## config.mk

```make
export PLATFORM = sky130hd
export DESIGN_NAME = char_buffer_insert_delete_unit_flat
export DESIGN_NICKNAME = d
export VERILOG_FILES = /design/src/sv/cbid_pkg.sv /design/src/sv/cbid_in_if.sv /design/src/sv/cbid_out_if.sv /design/src/sv/cbid_edit_seq.sv /design/src/sv/char_buffer_insert_delete_unit.sv /design/src/flat_wrapper.sv
export SDC_FILE = /design/constraint.sdc
export NUM_CORES = 2
export LEC_CHECK = 0
export CAP_MARGIN = 20
export CORE_MARGIN = 2
export CORE_UTILIZATION = 30
export CTS_CLUSTER_SIZE = 28
export DETAILED_ROUTE_END_ITERATION = 6
export DONT_BUFFER_PORTS = 1
export GPL_TIMING_DRIVEN = 0
export PLACE_DENSITY = 0.42
export RECOVER_POWER = 25
export SYNTH_ARGS = -nofsm -noshare
export SYNTH_HDL_FRONTEND = slang
export SYNTH_SLANG_ARGS = --single-unit
export TNS_END_PERCENT = 50
```

## constraint.sdc

```tcl
create_clock -name clk -period 11.7 [get_ports clk]
set_input_delay 1.17 -clock clk [delete_from_list [all_inputs] [get_ports clk]]
set_output_delay 1.17 -clock clk [all_outputs]
set_load 0.03 [all_outputs]
```

## src/sv/cbid_pkg.sv

```systemverilog
`timescale 1ns / 1ps
`default_nettype none
// ----------------------------------------------------------------------------
// cbid_pkg
// Shared types, widths and codes of the character line insert/delete unit.
// ----------------------------------------------------------------------------
package cbid_pkg;

  localparam int CAPACITY_DEF = 256;

  localparam int POS_W       = 9;
  localparam int CHAR_W      = 8;
  localparam int REC_CHAR_W  = 7;
  localparam int STATUS_W    = 3;
  localparam int LEN_W       = 9;

  localparam logic [REC_CHAR_W-1:0] SPACE_CODE   = 7'd32;
  localparam logic [CHAR_W-1:0]     LOWEST_CODE  = 8'd32;
  localparam logic [REC_CHAR_W-1:0] ZERO_CODE    = 7'd0;

  typedef enum logic {
    OP_INSERT = 1'b0,
    OP_DELETE = 1'b1
  } op_t;

  typedef enum logic [STATUS_W-1:0] {
    ST_DONE         = 3'd0,
    ST_BAD_POSITION = 3'd1,
    ST_NOTHING      = 3'd2,
    ST_BAD_CHAR     = 3'd3,
    ST_FULL         = 3'd4
  } status_t;

  typedef enum logic [2:0] {
    SQ_IDLE,
    SQ_INS_SHIFT,
    SQ_PUT,
    SQ_DEL_CHECK,
    SQ_DEL_SHIFT,
    SQ_REPORT
  } seq_state_t;

  typedef struct packed {
    logic               start;
    op_t                op;
    logic [POS_W-1:0]   pos;
    logic [CHAR_W-1:0]  ch;
  } cbid_cmd_t;

  typedef struct packed {
    logic               done;
    status_t            status;
    logic [LEN_W-1:0]   length;
  } cbid_rsp_t;

endpackage
`default_nettype wire

```

## src/sv/cbid_in_if.sv

```systemverilog
`timescale 1ns / 1ps
`default_nettype none
// ----------------------------------------------------------------------------
// cbid_in_if
// Request channel: one edit request per beat.
// ----------------------------------------------------------------------------
interface cbid_in_if import cbid_pkg::*; ();
  logic              valid;
  logic              ready;
  op_t               operation;
  logic [POS_W-1:0]  position;
  logic [CHAR_W-1:0] character;

  modport source (output valid, output operation, output position, output character,
                  input ready);
  modport sink   (input valid, input operation, input position, input character,
                  output ready);
endinterface
`default_nettype wire

```

## src/sv/cbid_out_if.sv

```systemverilog
`timescale 1ns / 1ps
`default_nettype none
// ----------------------------------------------------------------------------
// cbid_out_if
// Edit record channel: one record per beat.
// ----------------------------------------------------------------------------
interface cbid_out_if import cbid_pkg::*; ();
  logic                  valid;
  logic                  ready;
  status_t               status;
  op_t                   event_kind;
  logic [POS_W-1:0]      record_position;
  logic [REC_CHAR_W-1:0] record_character;
  logic [LEN_W-1:0]      line_length;

  modport source (output valid, output status, output event_kind, output record_position,
                  output record_character, output line_length, input ready);
  modport sink   (input valid, input status, input event_kind, input record_position,
                  input record_character, input line_length, output ready);
endinterface
`default_nettype wire

```

## src/sv/cbid_edit_seq.sv

```systemverilog
`timescale 1ns / 1ps
`default_nettype none
// ----------------------------------------------------------------------------
// cbid_edit_seq
// Line memory, length counter and the sequencer that checks a request and
// shifts the tail through the memory one entry per cycle.
// ----------------------------------------------------------------------------
module cbid_edit_seq import cbid_pkg::*; #(
  parameter int CAPACITY = CAPACITY_DEF
) (
  input  wire logic      clk,
  input  wire logic      rst_n,
  input  wire cbid_cmd_t cmd,
  output logic           idle,
  input  wire logic      rsp_ready,
  output cbid_rsp_t      rsp
);

  localparam int AW   = (CAPACITY > 2) ? $clog2(CAPACITY) : 1;
  localparam int CW   = $clog2(CAPACITY + 1);
  localparam int CMPW = (CW > POS_W) ? CW : POS_W;

  logic [REC_CHAR_W-1:0] mem [CAPACITY];
  logic [REC_CHAR_W-1:0] rd_data_r;

  seq_state_t            state_r, state_nxt, pre_state;
  status_t               status_r, status_nxt, pre_status;
  logic [CW-1:0]         count_r, count_nxt;
  logic [AW-1:0]         j_r, j_nxt;
  logic [AW-1:0]         pos_r, pos_nxt;
  logic [REC_CHAR_W-1:0] ch_r, ch_nxt;

  logic                  rd_en, wr_en;
  logic [AW-1:0]         rd_addr, wr_addr;
  logic [REC_CHAR_W-1:0] wr_data;

  logic [CMPW-1:0]       cmd_pos_w, cnt_w, cap_w;
  logic [AW-1:0]         last_addr;
  logic                  last_ins, last_del, del_space, del_tail_empty, line_full;

  assign cmd_pos_w      = CMPW'(cmd.pos);
  assign cnt_w          = CMPW'(count_r);
  assign cap_w          = CMPW'(CAPACITY);
  assign line_full      = (cnt_w == cap_w);
  assign last_addr      = AW'(count_r - CW'(1));
  assign last_ins       = (j_r == pos_r);
  assign last_del       = (j_r == last_addr);
  assign del_space      = (rd_data_r == SPACE_CODE);
  assign del_tail_empty = (pos_r == last_addr);

  // Request checks, in the order the statuses take priority.
  always_comb begin
    pre_status = ST_DONE;
    pre_state  = SQ_REPORT;
    unique case (cmd.op)
      OP_INSERT: begin
        if (cmd_pos_w > cnt_w) begin
          pre_status = ST_BAD_POSITION;
        end else if (cmd.ch < LOWEST_CODE || cmd.ch[CHAR_W-1]) begin
          pre_status = ST_BAD_CHAR;
        end else if (line_full) begin
          pre_status = ST_FULL;
        end else if (cmd_pos_w == cnt_w) begin
          pre_state = SQ_PUT;
        end else begin
          pre_state = SQ_INS_SHIFT;
        end
      end
      OP_DELETE: begin
        if (count_r == '0) begin
          pre_status = ST_NOTHING;
        end else if (cmd_pos_w >= cap_w) begin
          pre_status = ST_BAD_POSITION;
        end else if (cmd_pos_w >= cnt_w) begin
          pre_status = ST_NOTHING;
        end else begin
          pre_state = SQ_DEL_CHECK;
        end
      end
      default: begin
        pre_status = ST_DONE;
        pre_state  = SQ_REPORT;
      end
    endcase
  end

  // Next state
  always_comb begin
    state_nxt = state_r;
    unique case (state_r)
      SQ_IDLE:      if (cmd.start) state_nxt = pre_state;
      SQ_INS_SHIFT: if (last_ins) state_nxt = SQ_PUT;
      SQ_PUT:       state_nxt = SQ_REPORT;
      SQ_DEL_CHECK: begin
        if (del_space || del_tail_empty) state_nxt = SQ_REPORT;
        else state_nxt = SQ_DEL_SHIFT;
      end
      SQ_DEL_SHIFT: if (last_del) state_nxt = SQ_REPORT;
      SQ_REPORT:    if (rsp_ready) state_nxt = SQ_IDLE;
      default:      state_nxt = SQ_IDLE;
    endcase
  end

  // Memory control and datapath
  always_comb begin
    rd_en      = 1'b0;
    rd_addr    = j_r;
    wr_en      = 1'b0;
    wr_addr    = pos_r;
    wr_data    = ch_r;
    count_nxt  = count_r;
    j_nxt      = j_r;
    pos_nxt    = pos_r;
    ch_nxt     = ch_r;
    status_nxt = status_r;
    unique case (state_r)
      SQ_IDLE: begin
        if (cmd.start) begin
          pos_nxt    = AW'(cmd.pos);
          ch_nxt     = cmd.ch[REC_CHAR_W-1:0];
          status_nxt = pre_status;
          if (pre_state == SQ_INS_SHIFT) begin
            rd_en   = 1'b1;
            rd_addr = last_addr;
            j_nxt   = last_addr;
          end else if (pre_state == SQ_DEL_CHECK) begin
            rd_en   = 1'b1;
            rd_addr = AW'(cmd.pos);
          end
        end
      end
      SQ_INS_SHIFT: begin
        // entry j moves to j+1; the next read is j-1
        wr_en   = 1'b1;
        wr_addr = j_r + AW'(1);
        wr_data = rd_data_r;
        if (!last_ins) begin
          rd_en   = 1'b1;
          rd_addr = j_r - AW'(1);
          j_nxt   = j_r - AW'(1);
        end
      end
      SQ_PUT: begin
        wr_en     = 1'b1;
        wr_addr   = pos_r;
        wr_data   = ch_r;
        count_nxt = count_r + CW'(1);
      end
      SQ_DEL_CHECK: begin
        if (del_space) begin
          status_nxt = ST_NOTHING;
        end else if (del_tail_empty) begin
          count_nxt = count_r - CW'(1);
        end else begin
          rd_en   = 1'b1;
          rd_addr = pos_r + AW'(1);
          j_nxt   = pos_r + AW'(1);
        end
      end
      SQ_DEL_SHIFT: begin
        // entry j moves to j-1; the next read is j+1
        wr_en   = 1'b1;
        wr_addr = j_r - AW'(1);
        wr_data = rd_data_r;
        if (last_del) begin
          count_nxt = count_r - CW'(1);
        end else begin
          rd_en   = 1'b1;
          rd_addr = j_r + AW'(1);
          j_nxt   = j_r + AW'(1);
        end
      end
      SQ_REPORT: begin
        status_nxt = status_r;
      end
      default: begin
        status_nxt = status_r;
      end
    endcase
  end

  always_ff @(posedge clk) begin
    if (!rst_n) begin
      state_r <= SQ_IDLE;
      count_r <= '0;
    end else begin
      state_r <= state_nxt;
      count_r <= count_nxt;
    end
  end

  always_ff @(posedge clk) begin
    j_r      <= j_nxt;
    pos_r    <= pos_nxt;
    ch_r     <= ch_nxt;
    status_r <= status_nxt;
  end

  // Entries are always written before they are read, so no clearing pass.
  always_ff @(posedge clk) begin
    if (wr_en) mem[wr_addr] <= wr_data;
    if (rd_en) rd_data_r <= mem[rd_addr];
  end

  assign idle       = (state_r == SQ_IDLE);
  assign rsp.done   = (state_r == SQ_REPORT);
  assign rsp.status = status_r;
  assign rsp.length = LEN_W'(count_r);

  a_no_rw_same_entry: assert property (@(posedge clk) disable iff (!rst_n)
    (rd_en && wr_en) |-> (rd_addr != wr_addr))
    else $error("read and write hit the same entry");

  a_count_bound: assert property (@(posedge clk) disable iff (!rst_n)
    cnt_w <= cap_w)
    else $error("line length above capacity");

  a_ins_cursor: assert property (@(posedge clk) disable iff (!rst_n)
    (state_r == SQ_INS_SHIFT) |-> (j_r >= pos_r))
    else $error("insert shift ran below the edit position");

  a_del_cursor: assert property (@(posedge clk) disable iff (!rst_n)
    (state_r == SQ_DEL_SHIFT) |-> (j_r > pos_r && CW'(j_r) < count_r))
    else $error("delete shift cursor outside the tail");

endmodule
`default_nettype wire

```

## src/sv/char_buffer_insert_delete_unit.sv

```systemverilog
`timescale 1ns / 1ps
`default_nettype none
// ----------------------------------------------------------------------------
// char_buffer_insert_delete_unit
// Fixed-capacity line of printable characters with insert and delete,
// one edit record per request.
// ----------------------------------------------------------------------------
// channel   dir  handshake     payload
// in_chan   in   valid/ready   operation, position, character
// out_chan  out  valid/ready   status, event_kind, record_position,
//                              record_character, line_length
//
// A request rejected by the checks at accept goes straight to its record;
// a delete reads its entry and reports at once if that is a space; an insert
// shifts the tail up, then puts the character; a done delete shifts any tail
// down, through the single-port-pair line memory, one entry per cycle.
// The next request is taken the cycle after the record moves to the output
// register, even while that record still waits.
// Reset clears the length and control; memory needs no clearing pass.
// A stalled output holds the sequencer in its report step.
// ----------------------------------------------------------------------------
module char_buffer_insert_delete_unit import cbid_pkg::*; #(
  parameter int CAPACITY = CAPACITY_DEF
) (
  input  wire logic   clk,
  input  wire logic   rst_n,
  cbid_in_if.sink     in_chan,
  cbid_out_if.source  out_chan
);

  cbid_cmd_t             cmd;
  cbid_rsp_t             rsp;
  logic                  eng_idle, rsp_ready, in_fire;

  op_t                   op_r;
  logic [POS_W-1:0]      pos_r;
  logic [REC_CHAR_W-1:0] ch_r;

  logic                  out_valid_r, out_valid_nxt;
  status_t               out_status_r;
  op_t                   out_kind_r;
  logic [POS_W-1:0]      out_pos_r;
  logic [REC_CHAR_W-1:0] out_char_r, rec_char;
  logic [LEN_W-1:0]      out_len_r;

  assign in_chan.ready = eng_idle;
  assign in_fire       = in_chan.valid && eng_idle;

  assign cmd.start = in_fire;
  assign cmd.op    = in_chan.operation;
  assign cmd.pos   = in_chan.position;
  assign cmd.ch    = in_chan.character;

  cbid_edit_seq #(
    .CAPACITY (CAPACITY)
  ) u_seq (
    .clk       (clk),
    .rst_n     (rst_n),
    .cmd       (cmd),
    .idle      (eng_idle),
    .rsp_ready (rsp_ready),
    .rsp       (rsp)
  );

  always_ff @(posedge clk) begin
    if (in_fire) begin
      op_r  <= in_chan.operation;
      pos_r <= in_chan.position;
      ch_r  <= in_chan.character[REC_CHAR_W-1:0];
    end
  end

  // Output register: free when empty or being drained this cycle.
  assign rsp_ready = !out_valid_r || out_chan.ready;

  always_comb begin
    if (op_r == OP_DELETE) rec_char = SPACE_CODE;
    else if (rsp.status == ST_DONE) rec_char = ch_r;
    else rec_char = ZERO_CODE;
  end

  always_comb begin
    out_valid_nxt = out_valid_r;
    if (rsp.done && rsp_ready) out_valid_nxt = 1'b1;
    else if (out_chan.ready) out_valid_nxt = 1'b0;
  end

  always_ff @(posedge clk) begin
    if (!rst_n) begin
      out_valid_r <= 1'b0;
    end else begin
      out_valid_r <= out_valid_nxt;
    end
  end

  always_ff @(posedge clk) begin
    if (rsp.done && rsp_ready) begin
      out_status_r <= rsp.status;
      out_kind_r   <= op_r;
      out_pos_r    <= pos_r;
      out_char_r   <= rec_char;
      out_len_r    <= rsp.length;
    end
  end

  assign out_chan.valid            = out_valid_r;
  assign out_chan.status           = out_status_r;
  assign out_chan.event_kind       = out_kind_r;
  assign out_chan.record_position  = out_pos_r;
  assign out_chan.record_character = out_char_r;
  assign out_chan.line_length      = out_len_r;

endmodule
`default_nettype wire
```

## src/flat_wrapper.sv

```systemverilog
// flat-port wrapper written by rule: the top's interface ports become plain ports
module char_buffer_insert_delete_unit_flat import cbid_pkg::*;
#(
  parameter int CAPACITY = CAPACITY_DEF
)
  (clk, rst_n, in_chan_valid, in_chan_operation, in_chan_position, in_chan_character, in_chan_ready, out_chan_valid, out_chan_status, out_chan_event_kind, out_chan_record_position, out_chan_record_character, out_chan_line_length, out_chan_ready);
  cbid_in_if in_chan_i ();
  cbid_out_if out_chan_i ();
  input  wire logic clk;
  input  wire logic rst_n;
  input wire logic [$bits(in_chan_i.valid)-1:0] in_chan_valid;
  input wire logic [$bits(in_chan_i.operation)-1:0] in_chan_operation;
  input wire logic [$bits(in_chan_i.position)-1:0] in_chan_position;
  input wire logic [$bits(in_chan_i.character)-1:0] in_chan_character;
  output wire logic [$bits(in_chan_i.ready)-1:0] in_chan_ready;
  output wire logic [$bits(out_chan_i.valid)-1:0] out_chan_valid;
  output wire logic [$bits(out_chan_i.status)-1:0] out_chan_status;
  output wire logic [$bits(out_chan_i.event_kind)-1:0] out_chan_event_kind;
  output wire logic [$bits(out_chan_i.record_position)-1:0] out_chan_record_position;
  output wire logic [$bits(out_chan_i.record_character)-1:0] out_chan_record_character;
  output wire logic [$bits(out_chan_i.line_length)-1:0] out_chan_line_length;
  input wire logic [$bits(out_chan_i.ready)-1:0] out_chan_ready;
  assign in_chan_i.valid = in_chan_valid;
  assign in_chan_i.operation = in_chan_operation;
  assign in_chan_i.position = in_chan_position;
  assign in_chan_i.character = in_chan_character;
  assign in_chan_ready = in_chan_i.ready;
  assign out_chan_valid = out_chan_i.valid;
  assign out_chan_status = out_chan_i.status;
  assign out_chan_event_kind = out_chan_i.event_kind;
  assign out_chan_record_position = out_chan_i.record_position;
  assign out_chan_record_character = out_chan_i.record_character;
  assign out_chan_line_length = out_chan_i.line_length;
  assign out_chan_i.ready = out_chan_ready;
  char_buffer_insert_delete_unit #(.CAPACITY(CAPACITY)) u_core (.clk(clk), .rst_n(rst_n), .in_chan(in_chan_i), .out_chan(out_chan_i));
endmodule
```

Word level (Yosys, flattened, before mapping)

Memory sizes are Yosys's and may differ from the RTL's. A register that Yosys moved wholly into a read port is not among the register bits.
Cells that the tools add are included.

Mux-type cells: 55
Order comparisons: 4
Add/subtract/negate cells: 5
Reduce and logical (&&, ||, !) cells: 21
Bitwise logic cells: 2
Eq/ne operators: 21

Operators by type and width:

| cell                                                                          | number |
|---|---|
| 8-bit 2-to-1 mux                                                              | 9 |
| 8-bit case mux with 4 select lines                                            | 2 |
| 3-bit 2-to-1 mux                                                              | 15 |
| 9-bit 2-to-1 mux                                                              | 3 |
| 9-bit case mux with 3 select lines                                            | 1 |
| 8-bit == test                                                                 | 3 |
| 3-bit case mux with 2 select lines                                            | 3 |
| 3-bit case mux with 6 select lines                                            | 1 |
| 8-bit by 1-bit adder with 8-bit output (second input constant)                | 2 |
| 2-bit inequality test (second input constant)                                 | 8 |
| 8-bit case mux with 2 select lines                                            | 1 |
| 1-bit 2-to-1 mux                                                              | 13 |
| 9-bit by 1-bit adder with 9-bit output (second input constant)                | 1 |
| 3-bit by 2-bit == test with 1-bit output (second input constant)              | 3 |
| 9-bit == test                                                                 | 1 |
| 9-bit == test (second input constant)                                         | 1 |
| 9-bit >= comparator                                                           | 1 |
| 9-bit >= comparator (second input constant)                                   | 1 |
| 9-bit > comparator                                                            | 1 |
| 9-bit zero test                                                               | 1 |
| 9-bit by 1-bit subtractor with 9-bit output (second input constant)           | 1 |
| 8-bit by 6-bit less-than comparator with 1-bit output (second input constant) | 1 |
| 2-bit 2-to-1 mux                                                              | 4 |
| 4-bit AND reduction                                                           | 2 |
| other kinds (19)                                                              | 29 |

Register bits: 85
Memories kept: 1
Logic and storage cells: 125
Memory bits (writable): 1792

Memory list:

| name             | depth | bits a word | read ports | clocked after memory_dff | wr ports | RTL line            | source |
|---|---|---|---|---|---|---|---|
| u_core.u_seq.mem | 256   | 7           | 1          | 1                        | 1        | cbid_edit_seq.sv:23 | `logic [REC_CHAR_W-1:0] mem [CAPACITY];` |

Depth between registers and ports, before layout

Word-level depth: 11
Gate-level depth with buffers: 22
Mapped depth without buffers: 15

Cells and area by module

Synthesis repeated with hierarchy kept, for this count alone.

Cells, all modules: 5169
Area, all modules: 77408.0 sq um

Modules (own cells, without submodules):

| module                         | cells an instance | area an instance (sq um) | instances |
|---|---|---|---|
| cbid_edit_seq                  | 5108              | 75902.8                  | 1 |
| char_buffer_insert_delete_unit | 61                | 1505.2                   | 1 |

Worst setup path after synthesis

Ideal clock, no wire load.

Kind: input-to-reg
From: input in_chan_position[4]
To: register u_core.u_seq.rd_data_r[5], read port of u_core.u_seq.mem, data pin
Data arrival time: 4.546 ns
Cell stages on the path: 16
Buffers on the path: 2
Setup time: 0.279 ns
Slack: 6.875 ns
Path through: ha_1 > a211oi_1 > o21ai_0 > a211o_1 > nor3_1 > mux2_2 > o21ai_0 > o211ai_1 > nand2b_1 > clkbuf_1 > clkbuf_1 > a31oi_1 > o21ai_0 > o31ai_1 > o311ai_1 > o31ai_1

Longest elaborated chain between the ends: 11

RTL lines:

| element                                                                      | RTL line            | source |
|---|---|---|
| start: declaration                                                           | flat_wrapper.sv:13  | `input wire logic [$bits(in_chan_i.position)-1:0] in_chan_position;` |
| parallel branches: the longest is 11 deep, another holds 9-bit >= comparator | n/a                 |  |
| end: declaration                                                             | cbid_edit_seq.sv:24 | `logic [REC_CHAR_W-1:0] rd_data_r;` |

Parallel ways; which one is timed is not known.
A chain may end at the register's enable or synchronous reset.

Worst setup path after layout

From: register u_core.u_seq.count_r[0] (netlist: u_core.u_seq.cnt_w[0])
To: register u_core.u_seq.rd_data_r[4], read port of u_core.u_seq.mem, data pin

Longest elaborated chain between the ends: 11

RTL lines:

| element                                                                      | RTL line             | source |
|---|---|---|
| start: declaration                                                           | cbid_edit_seq.sv:28  | `logic [CW-1:0] count_r, count_nxt;` |
| start signal: assignment                                                     | cbid_edit_seq.sv:188 | `count_r <= count_nxt;` |
| parallel branches: the longest is 11 deep, another holds 9-bit >= comparator | n/a                  |  |

Parallel ways; which one is timed is not known.

==> qor.yml <==
clock.fmax_mhz: 103
fp.dieArea_mm2: 0.257
syn-cell-area_mm2: 0.0760
synth_edf_count: 1856
async_flop_share_pct: 0
cts_root_buf: "sky130_fd_sc_hd__clkbuf_16"
worst-r2r-cell-count: 18
synth_area_per_cell_um2: 14.3
port_buffers: 0
crit_required_ps: 12260
drc: 4
post-route-util_pct: 34.7
place_congestion: 0.934
worstHoldPathCells: 0
global_route.usage.total_pct: 24.8
cts_buffers: 205
status: "complete, but fails checks"
clk_pin_slew_worst_paths_ps: 50
row_count: 184
ios: 53
totalWireLength_mm: 327
final_net_count: 5598
fp.coreArea_mm2: 0.252
yosysWarnings: 0
worstSetupPathType: "flip-flop to flip-flop"
first_iter_violations: 7216
insertion_delay_ps: 870
initial_core_util_pct: 30.2
cts_tree: "done"
die_w_um: 507
layout-drive-gt1-share_pct: 11.8
cts.hold.buffers_added: 0
failed_checks: "design-rule violations, max-capacitance violations, max-slew violations"
drt_first_pass_iters: 7
worstSetupEndpointType: "flip-flop"
mappedNetlistNets: 5333
finish.instance_area_mm2: 0.0874
crit_path_start_kind: "flip-flop"
h-tree-depth: 4
synth_flop_type: "sky130_fd_sc_hd__edfxtp_1"
cts.repair.resized: 0
place_hpwl_mm: 231
synthTopCellsByArea: "sky130_fd_sc_hd__edfxtp_1, sky130_fd_sc_hd__nand2_1, sky130_fd_sc_hd__nor2_1, sky130_fd_sc_hd__mux2_2, sky130_fd_sc_hd__nand3_1"
grt_start_max_net_pins: 114
yosysTopAreaCellShare_pct: 73.3
crit_path_max_fanout: 10
final_hold_viol_count: 0
via_count: 50911
slew_headroom_pct: -202
grt_first_pass_wirelength_mm: 434
antenna_found_initial: 24
rsz0062_at_grt: "false"
cts_setup_buffers: 0
grt-ovfl-total: 0
drv_slew: 770
cells_after_synthesis: 5296
report.final.setup_viol: 0
synth.ff_latch_count: 1869
max_cap_viol_count: 12
setup-tns-final_ps: 0
timing_worst_slew_pin_value_ps: 4520
cp.arrival_ps: 10250
placed_cell_area_mm2: 0.0813
finalCriticalPeriod_ps: 9690
first_global_vias: 48939
synth_sequential_area_ratio_pct: 73.7
cts.sink_count: 1869
worstHoldPathType: "input pin to flip-flop"
drt-wirelength-per-cell_um: 36.0
routed_via_density: 5.61
area_delta_synth_final_pct: 15.1
cts_buffer_depth: 3
final_min_period_over_clock_period_pct: 82.8
post-synth-top-area-cell: "sky130_fd_sc_hd__edfxtp_1"
die_height_um: 507
yosys.cell_types.count: 104
route.antenna.remaining_nets: 0
clock-skew-final_ps: 40.3
## final cells by class
type	count	area [µm²]
antenna	12	30.0
tap	3348	4190
clock inverter	107	950
sequential	1869	56000
buffer	361	1710
clock buffer	262	5370
inverter	27	101
timing repair buffer	58	873
multi-input combinational	3039	18200
fill	24482	164000
## layout by cell type (no fill, tap or decap), types with 38 or more instances in the layout
master	n
sky130_fd_sc_hd__clkbuf_1	219
sky130_fd_sc_hd__nand3_1	219
sky130_fd_sc_hd__a31oi_1	76
sky130_fd_sc_hd__mux2_2	102
sky130_fd_sc_hd__o21ai_0	158
sky130_fd_sc_hd__and3_1	48
sky130_fd_sc_hd__buf_2	124
sky130_fd_sc_hd__or3_1	38
sky130_fd_sc_hd__edfxtp_1	1856
sky130_fd_sc_hd__clkinv_1	53
sky130_fd_sc_hd__a211oi_1	57
sky130_fd_sc_hd__o22ai_1	173
sky130_fd_sc_hd__mux2i_1	67
sky130_fd_sc_hd__o221ai_1	62
sky130_fd_sc_hd__nor3_1	43
sky130_fd_sc_hd__clkbuf_16	205
sky130_fd_sc_hd__nand4_1	106
sky130_fd_sc_hd__nand2_1	723
sky130_fd_sc_hd__buf_4	39
sky130_fd_sc_hd__a21oi_1	90
sky130_fd_sc_hd__o211ai_1	63
sky130_fd_sc_hd__nor2_1	425
## layer usage
metal,GRT usage (%),vias to the layer above,share of wire [%]
met5,0,-,0
met4,10.7,0,4.8
met3,5.40,544,8.4
met2,38.2,2545,45
met1,33.7,26556,42
li1,-,21266,-
## cells in the mapped netlist, types with 23 or more instances
library cell / instances
sky130_fd_sc_hd__edfxtp_1: 1856
sky130_fd_sc_hd__nand2_1: 723
sky130_fd_sc_hd__nor2_1: 426
sky130_fd_sc_hd__nand3_1: 219
sky130_fd_sc_hd__clkbuf_1: 174
sky130_fd_sc_hd__o22ai_1: 173
sky130_fd_sc_hd__o21ai_0: 158
sky130_fd_sc_hd__buf_2: 122
sky130_fd_sc_hd__mux2_2: 109
sky130_fd_sc_hd__nand4_1: 106
sky130_fd_sc_hd__a21oi_1: 90
sky130_fd_sc_hd__a31oi_1: 76
sky130_fd_sc_hd__mux2i_1: 67
sky130_fd_sc_hd__o211ai_1: 63
sky130_fd_sc_hd__o221ai_1: 63
sky130_fd_sc_hd__a211oi_1: 56
sky130_fd_sc_hd__and3_1: 48
sky130_fd_sc_hd__nor3_1: 43
sky130_fd_sc_hd__or3_1: 38
sky130_fd_sc_hd__buf_4: 37
sky130_fd_sc_hd__xnor2_1: 37
sky130_fd_sc_hd__o22a_1: 33
sky130_fd_sc_hd__a2111oi_0: 32
sky130_fd_sc_hd__nor4_1: 31
sky130_fd_sc_hd__a21boi_0: 30
sky130_fd_sc_hd__o2111ai_1: 29
sky130_fd_sc_hd__inv_1: 24
sky130_fd_sc_hd__a41oi_1: 23
## flip-flops by register name (all words and copies together), names as in the netlist, 2 cells and up
name                              count
u_core.u_seq.mem                   1792
u_core.out_chan.line_length           9
u_core.out_chan.record_position       9
u_core.u_seq.cnt_w                    9
u_core.u_seq.j_r                      8
u_core.out_chan.record_character      7
u_core.u_seq.pos_r                    7
u_core.u_seq.rd_data_r                7
u_core.ch_r                           6
u_core.out_chan.status                3
u_core.u_seq.state_r                  3
u_core.u_seq.status_r                 3
u_core.pos_r                          2
## cell families (layout without fill, tap and decap cells)
family,after synthesis,count (layout),synth area share [%]
buf+inv,388,815,2.36
other cells,0,12,0
xor+xnor,51,51,0.642
compound gates,1064,1064,10.3
flops,1869,1869,73.7
simple gates,1733,1733,10.3
mux,176,176,2.50
fa+ha+maj,15,15,0.247
## worst max-delay path: stages (launching register included)
cell,delay (ps)
sky130_fd_sc_hd__dfxtp_1,440
sky130_fd_sc_hd__clkbuf_1,600
sky130_fd_sc_hd__inv_1,310
sky130_fd_sc_hd__ha_1,400
sky130_fd_sc_hd__nor3b_1,210
sky130_fd_sc_hd__clkbuf_1,280
sky130_fd_sc_hd__a2111o_1,440
sky130_fd_sc_hd__a211oi_1,1310
sky130_fd_sc_hd__a221o_1,440
sky130_fd_sc_hd__o21ai_2,220
sky130_fd_sc_hd__nand2_2,560
sky130_fd_sc_hd__buf_2,560
sky130_fd_sc_hd__buf_2,540
sky130_fd_sc_hd__clkbuf_2,740
sky130_fd_sc_hd__o21ai_0,350
sky130_fd_sc_hd__a41oi_1,540
sky130_fd_sc_hd__nand4_1,560
sky130_fd_sc_hd__o311a_1,450
sky130_fd_sc_hd__a31o_1,350
## path summary, 6_finish.rpt
| path | from | to | slack [ps] |
|---|---|---|---|
| worst max-delay path | u_core.u_seq.cnt_w[0]$_SDFFE_PN0P_ | u_core.u_seq.rd_data_r[4]$_DFFE_PP_ | 2010 |
| worst min register to register | u_core.pos_r[8]$_DFFE_PP_ | u_core.out_chan.record_position[8]$_DFFE_PP_ | 420 |
| worst min-delay path | in_chan_position[1] | u_core.u_seq.pos_r[1]$_DFFE_PP_ | 400 |
| worst max register to register | u_core.u_seq.cnt_w[0]$_SDFFE_PN0P_ | u_core.u_seq.rd_data_r[4]$_DFFE_PP_ | 2010 |
## stage by stage
stage | hold WS [ps] | setup WS, ps | std cells
after floorplan | 400 | 6880 | 5296
after global placement | 407 | 2600 | 8644
after detailed placement | 406 | 3410 | 8697
after CTS | 331 | 3540 | 9066
after global routing | 353 | 1930 | 9073
final | 395 | 2010 | 9083
Power is left out: the tool's default activity adds up to more than one toggle a clock period on the data nets, which glitch-free logic cannot reach.
